File: config.mk
export PLATFORM = sky130hd
export DESIGN_NAME = keyboard_scan_code_translator_flat
export DESIGN_NICKNAME = d
export VERILOG_FILES = /design/src/rtl/core/kbd_pkg.sv /design/src/rtl/core/kbd_if.sv /design/src/rtl/core/kbd_decode.sv /design/src/rtl/core/kbd_out_fifo.sv /design/src/rtl/core/keyboard_scan_code_translator.sv /design/src/flat_wrapper.sv
export SDC_FILE = /design/constraint.sdc
export NUM_CORES = 1
export LEC_CHECK = 0
export ABC_AREA = 1
export BUFFER_PORTS_ARGS = -buffer_cell sky130_fd_sc_hd__buf_2
export CAP_MARGIN = 20
export CORE_MARGIN = 2
export CORE_UTILIZATION = 55
export CTS_CLUSTER_DIAMETER = 60
export DETAILED_ROUTE_END_ITERATION = 6
export PLACE_DENSITY_LB_ADDON = 0.2
export SLEW_MARGIN = 20
export SYNTH_ARGS = -nofsm -noshare
export SYNTH_HDL_FRONTEND = slang
export SYNTH_SLANG_ARGS = --single-unit
File: constraint.sdc
create_clock -name clk_i -period 3.5 [get_ports clk_i]
set_input_delay 0.7 -clock clk_i [delete_from_list [all_inputs] [get_ports clk_i]]
set_output_delay 0.7 -clock clk_i [all_outputs]
set_load 0.02 [all_outputs]
File: src/rtl/core/kbd_pkg.sv
// Package for the scan code set 1 translator: result types, key codes,
// character table and the special-key lookup functions. No dependencies.
`timescale 1ns / 1ps

package kbd_pkg;

  // Escape byte that opens a special-key pair, and fixed output bytes
  localparam logic [7:0] EscPrefix   = 8'd17;
  localparam logic [7:0] LineFeed    = 8'd10;
  localparam logic [7:0] NTildeLower = 8'd164;
  localparam logic [7:0] NTildeUpper = 8'd165;
  localparam logic [7:0] CaseOffset  = 8'd32;
  localparam logic [7:0] LowerA      = 8'd97;
  localparam logic [7:0] LowerZ      = 8'd122;

  // Scan codes with their own handling
  localparam logic [7:0] ScEmpty       = 8'd0;
  localparam logic [7:0] ScExtPrefix   = 8'd224;
  localparam logic [7:0] ScEnter       = 8'd28;
  localparam logic [7:0] ScLShiftMake  = 8'd42;
  localparam logic [7:0] ScRShiftMake  = 8'd54;
  localparam logic [7:0] ScLShiftBreak = 8'd170;
  localparam logic [7:0] ScRShiftBreak = 8'd182;
  localparam logic [7:0] ScCapsLock    = 8'd58;
  localparam logic [7:0] ScNTilde      = 8'd39;

  // Character table: entries past the filled part read as zero
  localparam int unsigned CharTableDepth = 128;
  localparam int unsigned RomFilled      = 60;

  localparam logic [7:0] CharRom [0:RomFilled-1] = '{
    8'd0,   8'd27,  8'd49,  8'd50,  8'd51,  8'd52,  8'd53,  8'd54,  8'd55,  8'd56,
    8'd57,  8'd48,  8'd39,  8'd0,   8'd8,   8'd9,   8'd113, 8'd119, 8'd101, 8'd114,
    8'd116, 8'd121, 8'd117, 8'd105, 8'd111, 8'd112, 8'd0,   8'd0,   8'd10,  8'd0,
    8'd97,  8'd115, 8'd100, 8'd102, 8'd103, 8'd104, 8'd106, 8'd107, 8'd108, 8'd164,
    8'd48,  8'd48,  8'd48,  8'd48,  8'd122, 8'd120, 8'd99,  8'd118, 8'd98,  8'd110,
    8'd109, 8'd109, 8'd109, 8'd109, 8'd109, 8'd109, 8'd109, 8'd32,  8'd0,   8'd109
  };

  // Decoded result of one scan byte: zero, one or two output bytes
  typedef struct packed {
    logic [1:0] num;
    logic [7:0] byte0;
    logic [7:0] byte1;
  } kbd_dec_t;

  // One entry of the output queue
  typedef struct packed {
    logic [7:0] key_byte;
    logic       last_byte;
  } kbd_entry_t;

  // Index is below the filled part here, so its low six bits address the table
  function automatic logic [7:0] rom_read(input logic [7:0] idx);
    logic [7:0] b;
    b = 8'd0;
    if (32'(idx) < CharTableDepth && 32'(idx) < RomFilled) begin
      b = CharRom[idx[5:0]];
    end
    return b;
  endfunction

  // Special key code after an E0 prefix, zero if none
  function automatic logic [7:0] ext_special(input logic [7:0] c);
    logic [7:0] k;
    unique case (c)
      8'd82:   k = 8'd15;
      8'd83:   k = 8'd16;
      8'd29:   k = 8'd24;
      8'd157:  k = 8'd25;
      8'd72:   k = 8'd20;
      8'd80:   k = 8'd21;
      8'd75:   k = 8'd23;
      8'd77:   k = 8'd22;
      8'd71:   k = 8'd30;
      8'd79:   k = 8'd31;
      8'd73:   k = 8'd32;
      8'd81:   k = 8'd33;
      default: k = 8'd0;
    endcase
    return k;
  endfunction

  // Special key code for a plain byte, zero if none; F1..F10 map in a run
  function automatic logic [7:0] plain_special(input logic [7:0] c);
    logic [7:0] k;
    if (c >= 8'd59 && c <= 8'd68) begin
      k = c - 8'd57;
    end else begin
      unique case (c)
        8'd1:    k = 8'd1;
        8'd87:   k = 8'd12;
        8'd88:   k = 8'd13;
        8'd14:   k = 8'd17;
        8'd15:   k = 8'd18;
        8'd29:   k = 8'd24;
        8'd157:  k = 8'd25;
        8'd56:   k = 8'd26;
        8'd184:  k = 8'd27;
        default: k = 8'd0;
      endcase
    end
    return k;
  endfunction

endpackage

File: src/rtl/core/kbd_if.sv
// Handshake channels of the translator: scan byte in, key byte out.
// Depends on nothing.
`timescale 1ns / 1ps

interface kbd_scan_if;
  logic       valid;
  logic       ready;
  logic [7:0] scan_code;

  modport source (output valid, output scan_code, input ready);
  modport sink   (input valid, input scan_code, output ready);
endinterface

interface kbd_key_if;
  logic       valid;
  logic       ready;
  logic [7:0] key_byte;
  logic       last_byte;

  modport source (output valid, output key_byte, output last_byte, input ready);
  modport sink   (input valid, input key_byte, input last_byte, output ready);
endinterface

File: src/rtl/core/kbd_decode.sv
// Decoder stage: keeps the prefix, shift and caps lock flags and turns one
// registered scan byte into zero, one or two output bytes. Uses kbd_pkg.
`timescale 1ns / 1ps

module kbd_decode (
  input  logic             clk_i,
  input  logic             rst_ni,
  input  logic [7:0]       scan_code_i,
  input  logic             fire_i,
  output kbd_pkg::kbd_dec_t res_o
);
  import kbd_pkg::*;

  logic ext_q, ext_d;
  logic shift_q, shift_d;
  logic caps_q, caps_d;

  logic       upper;
  logic [7:0] sp_ext;
  logic [7:0] sp_plain;
  logic [7:0] rom_b;

  assign upper    = shift_q | caps_q;
  assign sp_ext   = ext_special(scan_code_i);
  assign sp_plain = plain_special(scan_code_i);
  assign rom_b    = rom_read(scan_code_i);

  // Translation and flag update, in priority order
  always_comb begin
    ext_d       = ext_q;
    shift_d     = shift_q;
    caps_d      = caps_q;
    res_o.num   = 2'd0;
    res_o.byte0 = EscPrefix;
    res_o.byte1 = 8'd0;
    priority if (scan_code_i == ScEmpty) begin
      // empty byte: no output, flags untouched
    end else if (ext_q) begin
      ext_d = 1'b0;
      if (sp_ext != 8'd0) begin
        res_o.num   = 2'd2;
        res_o.byte1 = sp_ext;
      end
    end else if (scan_code_i == ScExtPrefix) begin
      ext_d = 1'b1;
    end else if (sp_plain != 8'd0) begin
      res_o.num   = 2'd2;
      res_o.byte1 = sp_plain;
    end else if (scan_code_i == ScEnter) begin
      res_o.num   = 2'd1;
      res_o.byte0 = LineFeed;
    end else if (scan_code_i == ScLShiftMake || scan_code_i == ScRShiftMake) begin
      shift_d = 1'b1;
    end else if (scan_code_i == ScLShiftBreak || scan_code_i == ScRShiftBreak) begin
      shift_d = 1'b0;
    end else if (scan_code_i == ScCapsLock) begin
      caps_d = ~caps_q;
    end else if (scan_code_i == ScNTilde) begin
      res_o.num   = 2'd1;
      res_o.byte0 = upper ? NTildeUpper : NTildeLower;
    end else if (!scan_code_i[7]) begin
      res_o.num   = 2'd1;
      res_o.byte0 = (upper && rom_b >= LowerA && rom_b <= LowerZ) ? rom_b - CaseOffset
                                                                  : rom_b;
    end else begin
      // other break codes: nothing
    end
  end

  // Flags advance only when the byte is consumed
  always_ff @(posedge clk_i or negedge rst_ni) begin
    if (!rst_ni) begin
      ext_q   <= 1'b0;
      shift_q <= 1'b0;
      caps_q  <= 1'b0;
    end else if (fire_i) begin
      ext_q   <= ext_d;
      shift_q <= shift_d;
      caps_q  <= caps_d;
    end
  end

  // A pair always opens with the escape byte
  a_pair_esc: assert property (@(posedge clk_i) disable iff (!rst_ni)
    (res_o.num == 2'd2) |-> (res_o.byte0 == EscPrefix && res_o.byte1 != 8'd0))
    else $error("special pair without escape byte or key code");

  // A plain prefix byte sets the prefix flag
  a_ext_set: assert property (@(posedge clk_i) disable iff (!rst_ni)
    (fire_i && !ext_q && scan_code_i == ScExtPrefix) |=> ext_q)
    else $error("extended prefix not recorded");

  // An empty byte never changes a flag
  a_empty_hold: assert property (@(posedge clk_i) disable iff (!rst_ni)
    (fire_i && scan_code_i == ScEmpty) |=> ($stable(ext_q) && $stable(shift_q) &&
                                          $stable(caps_q)))
    else $error("empty byte changed decoder flags");

endmodule

File: src/rtl/core/kbd_out_fifo.sv
// Result queue of four entries: takes up to two bytes per cycle from the
// decoder and hands out one per cycle while pop_i is high. Uses kbd_pkg.
`timescale 1ns / 1ps

module kbd_out_fifo (
  input  logic                clk_i,
  input  logic                rst_ni,
  input  logic                push_i,
  input  kbd_pkg::kbd_dec_t   res_i,
  input  logic                pop_i,
  output logic                room_o,
  output logic                valid_o,
  output kbd_pkg::kbd_entry_t head_o
);
  import kbd_pkg::*;

  kbd_entry_t mem_q [4];
  logic [1:0] wr_q, wr_d;
  logic [1:0] rd_q, rd_d;
  logic [2:0] cnt_q, cnt_d;
  logic [1:0] push_num;
  logic       pop;

  assign push_num = push_i ? res_i.num : 2'd0;
  assign pop      = pop_i && valid_o;
  assign valid_o  = cnt_q != 3'd0;
  assign head_o   = mem_q[rd_q];
  // Room for a full pair once this cycle's pop is counted
  assign room_o   = (cnt_q < 3'd3) || (cnt_q == 3'd3 && pop);

  // Pointer and count update
  always_comb begin
    wr_d  = wr_q + push_num;
    rd_d  = rd_q + {1'b0, pop};
    cnt_d = cnt_q + {1'b0, push_num} - {2'b00, pop};
  end

  always_ff @(posedge clk_i or negedge rst_ni) begin
    if (!rst_ni) begin
      wr_q  <= 2'd0;
      rd_q  <= 2'd0;
      cnt_q <= 3'd0;
    end else begin
      wr_q  <= wr_d;
      rd_q  <= rd_d;
      cnt_q <= cnt_d;
    end
  end

  // Entry writes: first byte is last only for a single result
  always_ff @(posedge clk_i) begin
    if (push_num != 2'd0) begin
      mem_q[wr_q] <= '{key_byte: res_i.byte0, last_byte: (push_num == 2'd1)};
    end
    if (push_num == 2'd2) begin
      mem_q[wr_q + 2'd1] <= '{key_byte: res_i.byte1, last_byte: 1'b1};
    end
  end

  a_no_overflow: assert property (@(posedge clk_i) disable iff (!rst_ni)
    cnt_q <= 3'd4)
    else $error("result queue overflow");

  a_push_room: assert property (@(posedge clk_i) disable iff (!rst_ni)
    (push_num == 2'd2) |-> (cnt_q - {2'b00, pop} <= 3'd2))
    else $error("pair pushed without room");

  a_drain: assert property (@(posedge clk_i) disable iff (!rst_ni)
    (pop && push_num == 2'd0) |=> (cnt_q == $past(cnt_q) - 3'd1))
    else $error("queue count did not drop on pop");

endmodule

File: src/rtl/core/keyboard_scan_code_translator.sv
// Top level of the scan code set 1 translator: input register, decoder and
// result queue. Uses kbd_pkg, kbd_if, kbd_decode and kbd_out_fifo.
`timescale 1ns / 1ps

// Scan code set 1 translator. Each accepted scan byte yields zero, one or
// two key bytes; a special key comes out as escape byte 17 then its code,
// and the last byte of each scan byte carries last_byte high. A scan byte
// is registered on acceptance and decoded in the next cycle, and the
// result enters the queue once it has room. Scan bytes that give zero or
// one key byte are taken one per cycle while the queue has room; the key
// channel moves one item per cycle while ready is high, so a pair leaves
// byte by byte, and a four-entry result queue decouples the two channels.
module keyboard_scan_code_translator (
  input  logic clk_i,
  input  logic rst_ni,
  kbd_scan_if.sink  scan_i,
  kbd_key_if.source key_o
);
  import kbd_pkg::*;

  logic       s1_valid_q;
  logic [7:0] s1_scan_q;
  logic       s1_fire;
  logic       room;
  kbd_dec_t   dec;
  kbd_entry_t head;

  assign s1_fire      = s1_valid_q && room;
  assign scan_i.ready = !s1_valid_q || room;

  // Input register
  always_ff @(posedge clk_i or negedge rst_ni) begin
    if (!rst_ni) begin
      s1_valid_q <= 1'b0;
    end else if (scan_i.ready) begin
      s1_valid_q <= scan_i.valid;
    end
  end

  always_ff @(posedge clk_i) begin
    if (scan_i.ready && scan_i.valid) begin
      s1_scan_q <= scan_i.scan_code;
    end
  end

  kbd_decode u_decode (
    .clk_i      (clk_i),
    .rst_ni     (rst_ni),
    .scan_code_i(s1_scan_q),
    .fire_i     (s1_fire),
    .res_o      (dec)
  );

  kbd_out_fifo u_fifo (
    .clk_i  (clk_i),
    .rst_ni (rst_ni),
    .push_i (s1_fire),
    .res_i  (dec),
    .pop_i  (key_o.ready),
    .room_o (room),
    .valid_o(key_o.valid),
    .head_o (head)
  );

  assign key_o.key_byte  = head.key_byte;
  assign key_o.last_byte = head.last_byte;

  // A held input byte is not lost while the queue is full
  a_hold: assert property (@(posedge clk_i) disable iff (!rst_ni)
    (s1_valid_q && !room) |=> (s1_valid_q && $stable(s1_scan_q)))
    else $error("stalled scan byte dropped");

  // Input is refused only while a byte waits for queue room
  a_ready: assert property (@(posedge clk_i) disable iff (!rst_ni)
    !scan_i.ready |-> (s1_valid_q && !room))
    else $error("input stalled without cause");

  // Decode fires only while a byte is held
  a_fire_valid: assert property (@(posedge clk_i) disable iff (!rst_ni)
    s1_fire |-> s1_valid_q)
    else $error("decode fired without a byte");

endmodule
File: src/flat_wrapper.sv
// flat-port wrapper written by rule: the top's interface ports become plain ports
module keyboard_scan_code_translator_flat import kbd_pkg::*;
  (clk_i, rst_ni, scan_i_valid, scan_i_scan_code, scan_i_ready, key_o_valid, key_o_key_byte, key_o_last_byte, key_o_ready);
  kbd_scan_if scan_i_i ();
  kbd_key_if key_o_i ();
  input  logic clk_i;
  input  logic rst_ni;
  input wire logic [$bits(scan_i_i.valid)-1:0] scan_i_valid;
  input wire logic [$bits(scan_i_i.scan_code)-1:0] scan_i_scan_code;
  output wire logic [$bits(scan_i_i.ready)-1:0] scan_i_ready;
  output wire logic [$bits(key_o_i.valid)-1:0] key_o_valid;
  output wire logic [$bits(key_o_i.key_byte)-1:0] key_o_key_byte;
  output wire logic [$bits(key_o_i.last_byte)-1:0] key_o_last_byte;
  input wire logic [$bits(key_o_i.ready)-1:0] key_o_ready;
  assign scan_i_i.valid = scan_i_valid;
  assign scan_i_i.scan_code = scan_i_scan_code;
  assign scan_i_ready = scan_i_i.ready;
  assign key_o_valid = key_o_i.valid;
  assign key_o_key_byte = key_o_i.key_byte;
  assign key_o_last_byte = key_o_i.last_byte;
  assign key_o_i.ready = key_o_ready;
  keyboard_scan_code_translator u_core (.clk_i(clk_i), .rst_ni(rst_ni), .scan_i(scan_i_i), .key_o(key_o_i));
endmodule
==> metrics.yaml, run 1 <==
power:
  total_power_mw: 3.26
  switching_share_pct: 49.4
  intPower_mw: 1.65
  powerDensity_nw_per_um2: 710
  power_frac_clock_pct: 11.9
  p_seq_share_pct: 34.1
  p_sw_mw: 1.61
  ir_drop_mv: 0.268
  leakage_nw: 2.09
  combPwrFrac_pct: 54.0
timing:
  finalMaxSlewViolations: 0
  setup_tns_ps: 0
  worst_slack_ps: 219
  rsz0062_at_grt: "no"
  fmax_mhz: 305
  finalCritPeriodShare_pct: 93.7
  maxSlewHeadroom_pct: 52.6
  worstMarginPinSlew_ps: 704
  fin_skew_ps: 15.5
  hold_violations: 0
  fin_hold_ws_ps: 245
  fin_crit_ps: 3280
  finalSetupViolations: 0
synth:
  muxShareOfSynthArea_pct: 0
  avgSynthCellArea_sq_um: 7.20
  synth_top_family_by_area: "simple AND/OR/NAND/NOR gates"
  netlist_area_sq_um: 4250
  synth_adder_area_share_pct: 6.37
  synth_simple_gate_area_share_pct: 34.7
  syn_nets: 623
  synthCells: 590
  yosys_warnings: 0
  synth_cell_type_count: 43
  synth_xor_area_share_pct: 1.44
  ys_ff_latch: 55
  synth_compound_area_share_pct: 13.1
  synth-seq-area-share_pct: 36.7
run_status:
  status: "completed"
place:
  dpl_worst_slack_ps: 209
  port_buffers: 22
  hpwl_mm: 9.57
  place_congestion: 0.998
grt:
  antenna_found_initial: 0
  track_usage_pct: 29.7
  grt_overflow_total: 0
  grt_max_degree: 22
  grt_pass1_wl_mm: 19.7
  grt_pass1_vias: 4014
die:
  die_h_um: 91.9
  chipWidth_um: 91.9
  floorplan.initialDensity_pct: 55.8
  rows: 32
  dieArea_sq_um: 8440
  pin_count: 23
  core_area_sq_um: 7610
job:
  drv_cap: 0
clocking:
  cts_root_buffer: "clkbuf_8"
  tritoncts: "done"
  cts_hold_buf: 0
  cts_made_buffers: 5
  clock_latency_ps: 320
  cts_buffer_depth: 2
  htree_levels: 2
  path_clk_slew_ps: 120
  clock-sinks: 55
detailed_routing:
  detailedRoute.firstIterationViolations: 238
  firstDrtPassIters: 6
  final_antenna_net_count: 0
  via_per_inst: 5.73
  drt-total-wl_mm: 11.9
  via_count: 4119
  drc_errors: 0
  wl_per_cell_um: 16.5
critical_path:
  required_ps: 3750
  crit_type: "reg -> reg"
  cp-start-kind: "register"
  worstPathMaxFanout: 7
  arrival_ps: 3540
  end_kind: "register"
layout:
  n_antenna_cell: 0
  nets: 649
  layout-drive-gt1-share_pct: 14.1
  syn_to_final_growth_pct: 8.13
  final_cell_mix: "nand2_1, nor2_1, nand3_1"
  final_common_cell: "nand2_1"
  utilization_pct: 60.3
  nFillCells: 727
hold_path:
  hold_path_class: "in -> async"
[critical path: stages (launching register included)]
cell,delay [ps]
edfxtp_1,480
inv_1,110
buf_4,160
ha_2,230
inv_1,60
nor2_2,190
nand3_1,140
nand3_1,110
nor2_1,40
nand2_1,130
nor2_2,80
nand3_1,100
clkinv_1,80
nand2_2,120
ha_1,240
inv_1,50
ha_1,130
inv_1,40
fa_1,370
xnor2_1,180
xor2_1,150
[metrics by stage]
step	cells	area, sq um
floorplan	590	4250
global placement	710	4470
detailed placement	710	4470
CTS	718	4570
global route	719	4590
finish	719	4590
[per-layer routing]
layer  global-route usage [%]  wire length [um]
met5                        0                 0
met4                     11.1               334
met3                     3.94               685
met2                     52.6              5910
met1                     36.9              4960
[worst paths after layout]
path	depth (start not counted)	slack (ps)	end	from
hold reg to reg	2	480	u_core.u_fifo.mem_q[2][0]$_SDFFE_PP1P_	u_core.u_fifo.mem_q[2][0]$_SDFFE_PP1P_
hold / removal	1	250	u_core.u_decode.shift_q$_DFFE_PN0P_	rst_ni
setup / recovery	20	220	u_core.u_fifo.cnt_q[2]$_DFF_PN0_	u_core.s1_scan_q[1]$_DFFE_PP_
min in group clk_i	2	480	u_core.u_fifo.mem_q[2][0]$_SDFFE_PP1P_	u_core.u_fifo.mem_q[2][0]$_SDFFE_PP1P_
max in group asynchronous	1	3020	u_core.u_fifo.wr_q[1]$_DFF_PN0_	rst_ni
setup reg to reg	20	220	u_core.u_fifo.cnt_q[2]$_DFF_PN0_	u_core.s1_scan_q[1]$_DFFE_PP_
[repair_timing]
action	in CTS	in global routing
resized for setup	0	6
setup buffers	0	1
setup endpoints to repair	0	1
[power groups by stage]
stage          logic [mW]  registers (mW)  clock network, mW
2_1_floorplan        1.33            1.05                  0
5_1_grt              1.97            1.14              0.418
4_1_cts              1.74            1.11              0.394
3_5_place_dp         1.74            1.13                  0
6_report             1.76            1.11              0.387
3_3_place_gp         1.71            1.12                  0
[final cells by class]
| class | instances | area [sq um] | share of cell area [%] |
|---|---|---|---|
| clock inverters | 3 | 28.8 | 0.627 |
| flip-flops and latches | 55 | 1560 | 33.9 |
| repair buffers | 30 | 170 | 3.71 |
| clock buffers | 5 | 68.8 | 1.50 |
| well taps | 102 | 128 | 2.78 |
| multi-input cells | 455 | 2370 | 51.7 |
| inverters | 69 | 264 | 5.75 |
[state kept, by name, summed over array words and instances (netlist names)]
register and cells:
u_core.u_decode.shift_q 1, u_core.u_decode.ext_q 1, u_core.u_fifo.wr_q 2, u_core.u_fifo.rd_q 2, u_core.s1_valid_q 1, u_core.u_fifo.mem_q 36, u_core.s1_scan_q 8, u_core.u_fifo.cnt_q 3
u_core.u_decode.caps_q 1
[synthesized netlist by cell type, drive strengths merged]
master  number  area share (%)
nand2      157              15
nand4       10             1.5
ha          20             5.9
clkbuf       4            0.35
and2         1            0.15
or2          2            0.29
dfrtp       11             6.5
nand3b       2            0.35
dfxtp        4             1.9
clkinv       3            0.27
fa           1            0.47
nor3         8             1.1
a31oi        4            0.59
nor2        90             8.6
a22oi        1            0.29
a21oi       17             2.1
inv         66             6.0
nand3       57             7.5
a22o         1            0.21
o22ai       20             2.9
o21ai       51             6.0
xor2         3            0.62
o31ai        1            0.18
xnor2        4            0.83
buf          7             1.2
a31o         1            0.21
edfxtp      40              28
o211ai       3            0.53
nor4         1            0.15
[kinds of logic after synthesis]
group,after synthesis
compound gates,99
xor+xnor,7
fa+ha+maj,21
buf+inv,80
flops,55
simple gates,328
Power figures use the tool's default switching activity.
==> run 2, diff against run 1 <==
--- a/config.mk
+++ b/config.mk
@@ -6,7 +6,7 @@
 export NUM_CORES = 1
 export LEC_CHECK = 0
 export ABC_AREA = 1
-export BUFFER_PORTS_ARGS = -buffer_cell sky130_fd_sc_hd__buf_2
+export BUFFER_PORTS_ARGS = -buffer_cell sky130_fd_sc_hd__buf_4
 export CAP_MARGIN = 20
 export CORE_MARGIN = 2
 export CORE_UTILIZATION = 55
==> metrics.yaml, run 2 (synthesis results as in run 1) <==
run_status:
  status: "completed"
timing:
  fmax_mhz: 303
  finalCritPeriodShare_pct: 94.4
  setup_tns_ps: 0
  finalMaxSlewViolations: 0
  maxSlewHeadroom_pct: 53.3
  hold_violations: 0
  worst_slack_ps: 195
  finalSetupViolations: 0
  fin_skew_ps: 8.78
  worstMarginPinSlew_ps: 698
  fin_crit_ps: 3310
power:
  switching_share_pct: 49.0
  ir_drop_mv: 0.281
  p_seq_share_pct: 32.7
  power_frac_clock_pct: 11.5
  p_sw_mw: 1.67
  combPwrFrac_pct: 55.8
  intPower_mw: 1.74
  total_power_mw: 3.41
  powerDensity_nw_per_um2: 721
  leakage_nw: 2.15
layout:
  reg_top3: "u_core.u_fifo.mem_q (36), u_core.s1_scan_q (8), u_core.u_fifo.cnt_q (3)"
  n_antenna_cell: 0
  top_register: "u_core.u_fifo.mem_q"
  final_common_cell: "nand2_1"
  fin_area_sq_um: 4730
  layout-drive-gt1-share_pct: 15.7
  syn_to_final_growth_pct: 11.3
  nets: 657
  largest_register_ffs: 36
  final_cell_mix: "nand2_1, nor2_1, nand3_1"
critical_path:
  worstPathMaxFanout: 7
  reg2reg_from: "u_core.s1_scan_q[0]$_DFFE_PP_"
  cp-start-kind: "register"
  required_ps: 3750
  rrSetupSlack_ps: 190
  crit_type: "reg -> reg"
  end_kind: "register"
  rr_endpoint: "u_core.u_fifo.cnt_q[2]$_DFF_PN0_"
  arrival_ps: 3550
  reg2regPathDepth: 19
grt:
  grt_pass1_wl_mm: 20.1
  grt_max_degree: 21
  grt_pass1_vias: 4169
  track_usage_pct: 30.1
  grt_overflow_total: 0
  antenna_found_initial: 0
die:
  floorplan.initialDensity_pct: 55.8
  pin_count: 23
  core_area_sq_um: 7610
  rows: 32
  chipWidth_um: 91.9
  die_h_um: 91.9
  dieArea_sq_um: 8440
detailed_routing:
  final_antenna_net_count: 0
  detailedRoute.firstIterationViolations: 336
  drc_errors: 0
  firstDrtPassIters: 5
  via_per_inst: 5.81
  via_count: 4227
  drt-total-wl_mm: 12.3
  wl_per_cell_um: 16.9
clocking:
  cts_made_buffers: 5
  cts_buffer_depth: 2
  cts_root_buffer: "clkbuf_8"
  clock_latency_ps: 320
  cts_hold_buf: 0
  tritoncts: "done"
  clock-sinks: 55
  path_clk_slew_ps: 110
  htree_levels: 2
place:
  place_congestion: 1.04
  dpl_worst_slack_ps: 77.9
  placed_cell_area_sq_um: 4550
  port_buffers: 22
  hpwl_mm: 9.76
hold_path:
  hold_path_class: "in -> async"
job:
  drv_cap: 0
[run 2: power by group through the flow]
stage / clock network (mW) / logic (mW) / registers (mW)
after floorplan: 0 / 1.33 / 1.05
after global placement: 0 / 1.79 / 1.13
after detailed placement: 0 / 1.83 / 1.13
after CTS: 0.391 / 1.84 / 1.12
after global routing: 0.415 / 2.09 / 1.15
final: 0.391 / 1.90 / 1.11
[run 2: how the worst max path moves through the flow]
| stage | from | end | slack (ps) | cells past startpoint |
|---|---|---|---|---|
| after floorplan | u_core.s1_scan_q[1]$_DFFE_PP_ | u_core.u_fifo.cnt_q[2]$_DFF_PN0_ | 330 | 20 |
| after global placement | u_core.s1_scan_q[1]$_DFFE_PP_ | u_core.u_fifo.cnt_q[2]$_DFF_PN0_ | 260 | 20 |
| after detailed placement | u_core.s1_scan_q[1]$_DFFE_PP_ | u_core.u_fifo.cnt_q[2]$_DFF_PN0_ | 80 | 20 |
| after CTS | u_core.s1_scan_q[1]$_DFFE_PP_ | u_core.u_fifo.cnt_q[2]$_DFF_PN0_ | 90 | 20 |
| after global routing | u_core.s1_scan_q[1]$_DFFE_PP_ | u_core.u_fifo.cnt_q[2]$_DFF_PN0_ | -5 | 20 |
| final | u_core.s1_scan_q[0]$_DFFE_PP_ | u_core.u_fifo.cnt_q[2]$_DFF_PN0_ | 190 | 19 |
[run 2: worst max-delay path: stages (launching register included)]
cell and delay (ps):
edfxtp_1 420, buf_4 190, ha_2 230, nand2_1 110, inv_1 40, nand2_1 110
nand3_4 130, nand2_4 110, nand2_1 80, a21oi_2 200, nand3_1 140, clkinv_1 80
nand2_2 90, ha_1 280, inv_1 60, ha_1 140, inv_1 60, fa_1 390
xnor2_1 190, xor2_1 180
[run 2: cell type report]
class / count / area (sq um)
fill: 716 / 2880
multi-input combinational: 455 / 2390
sequential: 55 / 1560
timing repair buffer: 38 / 285
inverter: 69 / 264
tap: 102 / 128
clock buffer: 5 / 68.8
clock inverter: 3 / 28.8
[run 2: stage by stage]
| stage | utilization [%] | hold WS [ps] | cells |
|---|---|---|---|
| CTS | 61.2 | 199 | 722 |
| global route | 62.1 | 196 | 727 |
| floorplan | - | 404 | 590 |
| finish | 62.1 | 196 | 727 |
| global placement | 59.9 | 445 | 714 |
| detailed placement | 59.9 | 439 | 714 |
[run 2: metal layers]
metal,global-route usage (%),routed length (um),vias to the layer above
met4,13.8,463,0
li1,-,-,2045
met3,4.52,998,42
met1,35.0,4730,1920
met2,54.5,6090,220
met5,0,0,-
[run 2: timing repair]
item	4_1_cts	5_1_grt
setup buffers	0	5
gates resized for setup	0	11
setup endpoints to repair	0	2
==> run 3, diff against run 2 <==
--- a/config.mk
+++ b/config.mk
@@ -16,4 +16,5 @@
 export SLEW_MARGIN = 20
 export SYNTH_ARGS = -nofsm -noshare
 export SYNTH_HDL_FRONTEND = slang
+export SYNTH_HIERARCHICAL = 1
 export SYNTH_SLANG_ARGS = --single-unit
==> metrics.yaml, run 3 <==
detailed_routing:
  via_per_inst: 5.64
  via_count: 4345
  firstDrtPassIters: 7
  detailedRoute.firstIterationViolations: 362
  final_antenna_net_count: 0
  drt-total-wl_mm: 12.2
  drc_errors: 8
  wl_per_cell_um: 15.9
clocking:
  cts_buffer_depth: 2
  clock_latency_ps: 310
  tritoncts: "done"
  cts_made_buffers: 5
  path_clk_slew_ps: 100
  clock-sinks: 55
  cts_root_buffer: "clkbuf_8"
  htree_levels: 2
layout:
  final_common_cell: "nand2_1"
  syn_to_final_growth_pct: 13.7
  final_cell_mix: "nand2_1, nand3_1, inv_1"
  reg_top3: "u_core/u_fifo/mem_q (36), u_core/s1_scan_q (8), u_core/u_fifo/cnt_q (3)"
  largest_register_ffs: 36
  top_register: "u_core/u_fifo/mem_q"
  n_antenna_cell: 0
  layout-drive-gt1-share_pct: 18.1
  nets: 699
synth:
  ys_async_sr_fraction_pct: 20.0
  synth-edff-count: 40
  ys_ff_latch: 55
  synthCells: 623
  avgSynthCellArea_sq_um: 7.13
  synth_adder_area_share_pct: 5.81
  netlist_area_sq_um: 4440
  synth_compound_area_share_pct: 12.6
  ys.flop_type: "edfxtp_1"
  synth_xor_area_share_pct: 1.78
  yosys_warnings: 6
  synth_simple_gate_area_share_pct: 34.4
  synth-seq-area-share_pct: 35.1
  synth.most_common_cell: "nand2_1"
  synth_top_family_by_area: "simple AND/OR/NAND/NOR gates"
  synth_area_leaders: "edfxtp_1, nand2_1, nand3_1, dfrtp_1, inv_1"
  synth_common_cells: "nand2_1, nand3_1, inv_1"
  syn_nets: 655
  muxShareOfSynthArea_pct: 0.254
  synth_cell_type_count: 42
  synth_top_cell_area_share_pct: 27.1
  yosysTopAreaCell: "edfxtp_1"
grt:
  track_usage_pct: 29.3
  grt_overflow_total: 0
  grt_pass1_wl_mm: 20.1
  antenna_found_initial: 0
  grt_pass1_vias: 4169
  grt_max_degree: 38
timing:
  maxSlewHeadroom_pct: 35.1
  fin_crit_ps: 3300
  finalSetupViolations: 0
  setup_tns_ps: 0
  worstMarginPinSlew_ps: 973
  finalCritPeriodShare_pct: 94.2
  hold_violations: 0
  fmax_mhz: 303
  rsz0062_at_grt: "no"
  fin_skew_ps: 5.18
  finalMaxSlewViolations: 0
place:
  hpwl_mm: 9.80
  place_congestion: 0.948
  port_buffers: 22
critical_path:
  reg2reg_from: "u_core/s1_scan_q[5]$_DFFE_PP_"
  rr_endpoint: "u_core/u_fifo/cnt_q[2]$_DFF_PN0_"
  crit_path_start: "u_core/s1_scan_q[5]$_DFFE_PP_"
  cpMostUsedCell: "nand2_1"
  endpoint: "u_core/u_fifo/cnt_q[2]$_DFF_PN0_"
  end_kind: "register"
  reg2regPathDepth: 19
  required_ps: 3720
  crit_type: "reg -> reg"
  path_cells: "buf_4, nor2_2, inv_1, nor2_1, nand2_1, nand3_1, nand2_1, nand2_1, nor2_2, nand2_2, nor2_8, buf_4, o21ai_1, nand2_2, ha_1, fa_2, xor2_1, nand2_1, nand2_1"
  slowest_stage: "edfxtp_1"
  rrSetupSlack_ps: 200
  cp-start-kind: "register"
  worst-path-buf-inv: 3
  arrival_ps: 3510
  worst-path-stages: 19
  worstPathMaxFanout: 5
  cp_slowest_stage_delay_ps: 480
  crit_family: "simple AND/OR/NAND/NOR gates"
power:
  switching_share_pct: 47.9
  power_frac_clock_pct: 11.4
  p_sw_mw: 1.71
  total_power_mw: 3.58
  combPwrFrac_pct: 56.8
  leakage_nw: 2.32
  powerDensity_nw_per_um2: 709
  intPower_mw: 1.86
  ir_drop_mv: 0.307
  p_seq_share_pct: 31.8
hold_path:
  hold_path_class: "in -> async"
run_status:
  violations: "design-rule violations"
  status: "finished with violations"
die:
  core_area_sq_um: 7770
  rows: 32
  pin_count: 23
  die_h_um: 93.8
  dieArea_sq_um: 8810
  floorplan.initialDensity_pct: 57.2
  chipWidth_um: 93.8
job:
  drv_cap: 0
==> run 3: changes by cell type after synthesis, sizes merged, moves of 3 or more <==
cell    before  now
buf          7   19
nand3       57   78
xor2         3    7
o211ai       3   11
nand2      157  174
nand4       10    7
inv         66   81
o22ai       20    0
a21oi       17   23
o21ai       51   59
nor2        90   60
==> run 3: area by class of cell <==
cell class	instances	area (sq um)
clock inverters	2	16.3
fillers	733	2720
clock buffers	6	93.8
multi-input cells	464	2490
flip-flops and latches	55	1560
inverters	83	312
well taps	102	128
repair buffers	58	452
==> run 3: worst min-delay path by stage <==
stage	endpoint	slack, ps	cells past startpoint
final	u_core/u_fifo/cnt_q[2]$_DFF_PN0_	210	1
after global routing	u_core/u_fifo/cnt_q[2]$_DFF_PN0_	200	1
after CTS	u_core/u_fifo/rd_q[0]$_DFF_PN0_	200	1
after detailed placement	u_core/u_fifo/mem_q[0][0]$_SDFFE_PP1P_	450	2
after global placement	u_core/u_fifo/mem_q[0][0]$_SDFFE_PP1P_	450	2
after floorplan	u_core/s1_valid_q$_DFFE_PN0P_	400	0
==> run 3: stage by stage <==
stage                     cells  hold slack [ps]  setup WS [ps]  utilization, %  area [sq um]
final                       770              205            204            65.0          5050
after detailed placement    756              448            115            62.2          4830
after floorplan             623              404           74.8               -          4440
after CTS                   764              204           92.1            63.6          4940
after global routing        770              200           2.15            65.0          5050
after global placement      756              446            117            62.2          4830
==> run 3: cells by family (layout without fill, tap and decap cells) <==
logic type / after synthesis / after routing
mux: 1 / 1
fa+ha+maj: 20 / 20
xor+xnor: 9 / 9
buf+inv: 104 / 149
compound gates: 100 / 100
flops: 55 / 55
simple gates: 334 / 334
==> run 3: repair_timing <==
action / in CTS / in global routing
hold buffers: 0 / 0
setup endpoints to repair: 0 / 62
buffers inserted: 0 / 6
gates resized for setup: 0 / 17
==> run 3: power groups by stage <==
stage / sequential, mW / clock (mW) / combinational (mW)
finish: 1.14 / 0.408 / 2.03
CTS: 1.15 / 0.416 / 1.95
floorplan: 1.04 / 0 / 1.47
global route: 1.17 / 0.439 / 2.24
detailed placement: 1.16 / 0 / 1.94
global placement: 1.15 / 0 / 1.90
==> run 3: per-layer routing <==
layer  routed length, um  part of all wire (%)  global-route usage [%]  vias to the layer above
met4                 495                   4.0                    12.6                        0
met5                   0                     0                       0                        -
met3                 657                   5.4                    3.29                       41
met2                6120                    50                    52.7                      197
li1                    -                     -                       -                     2146
met1                4970                    41                    35.3                     1961
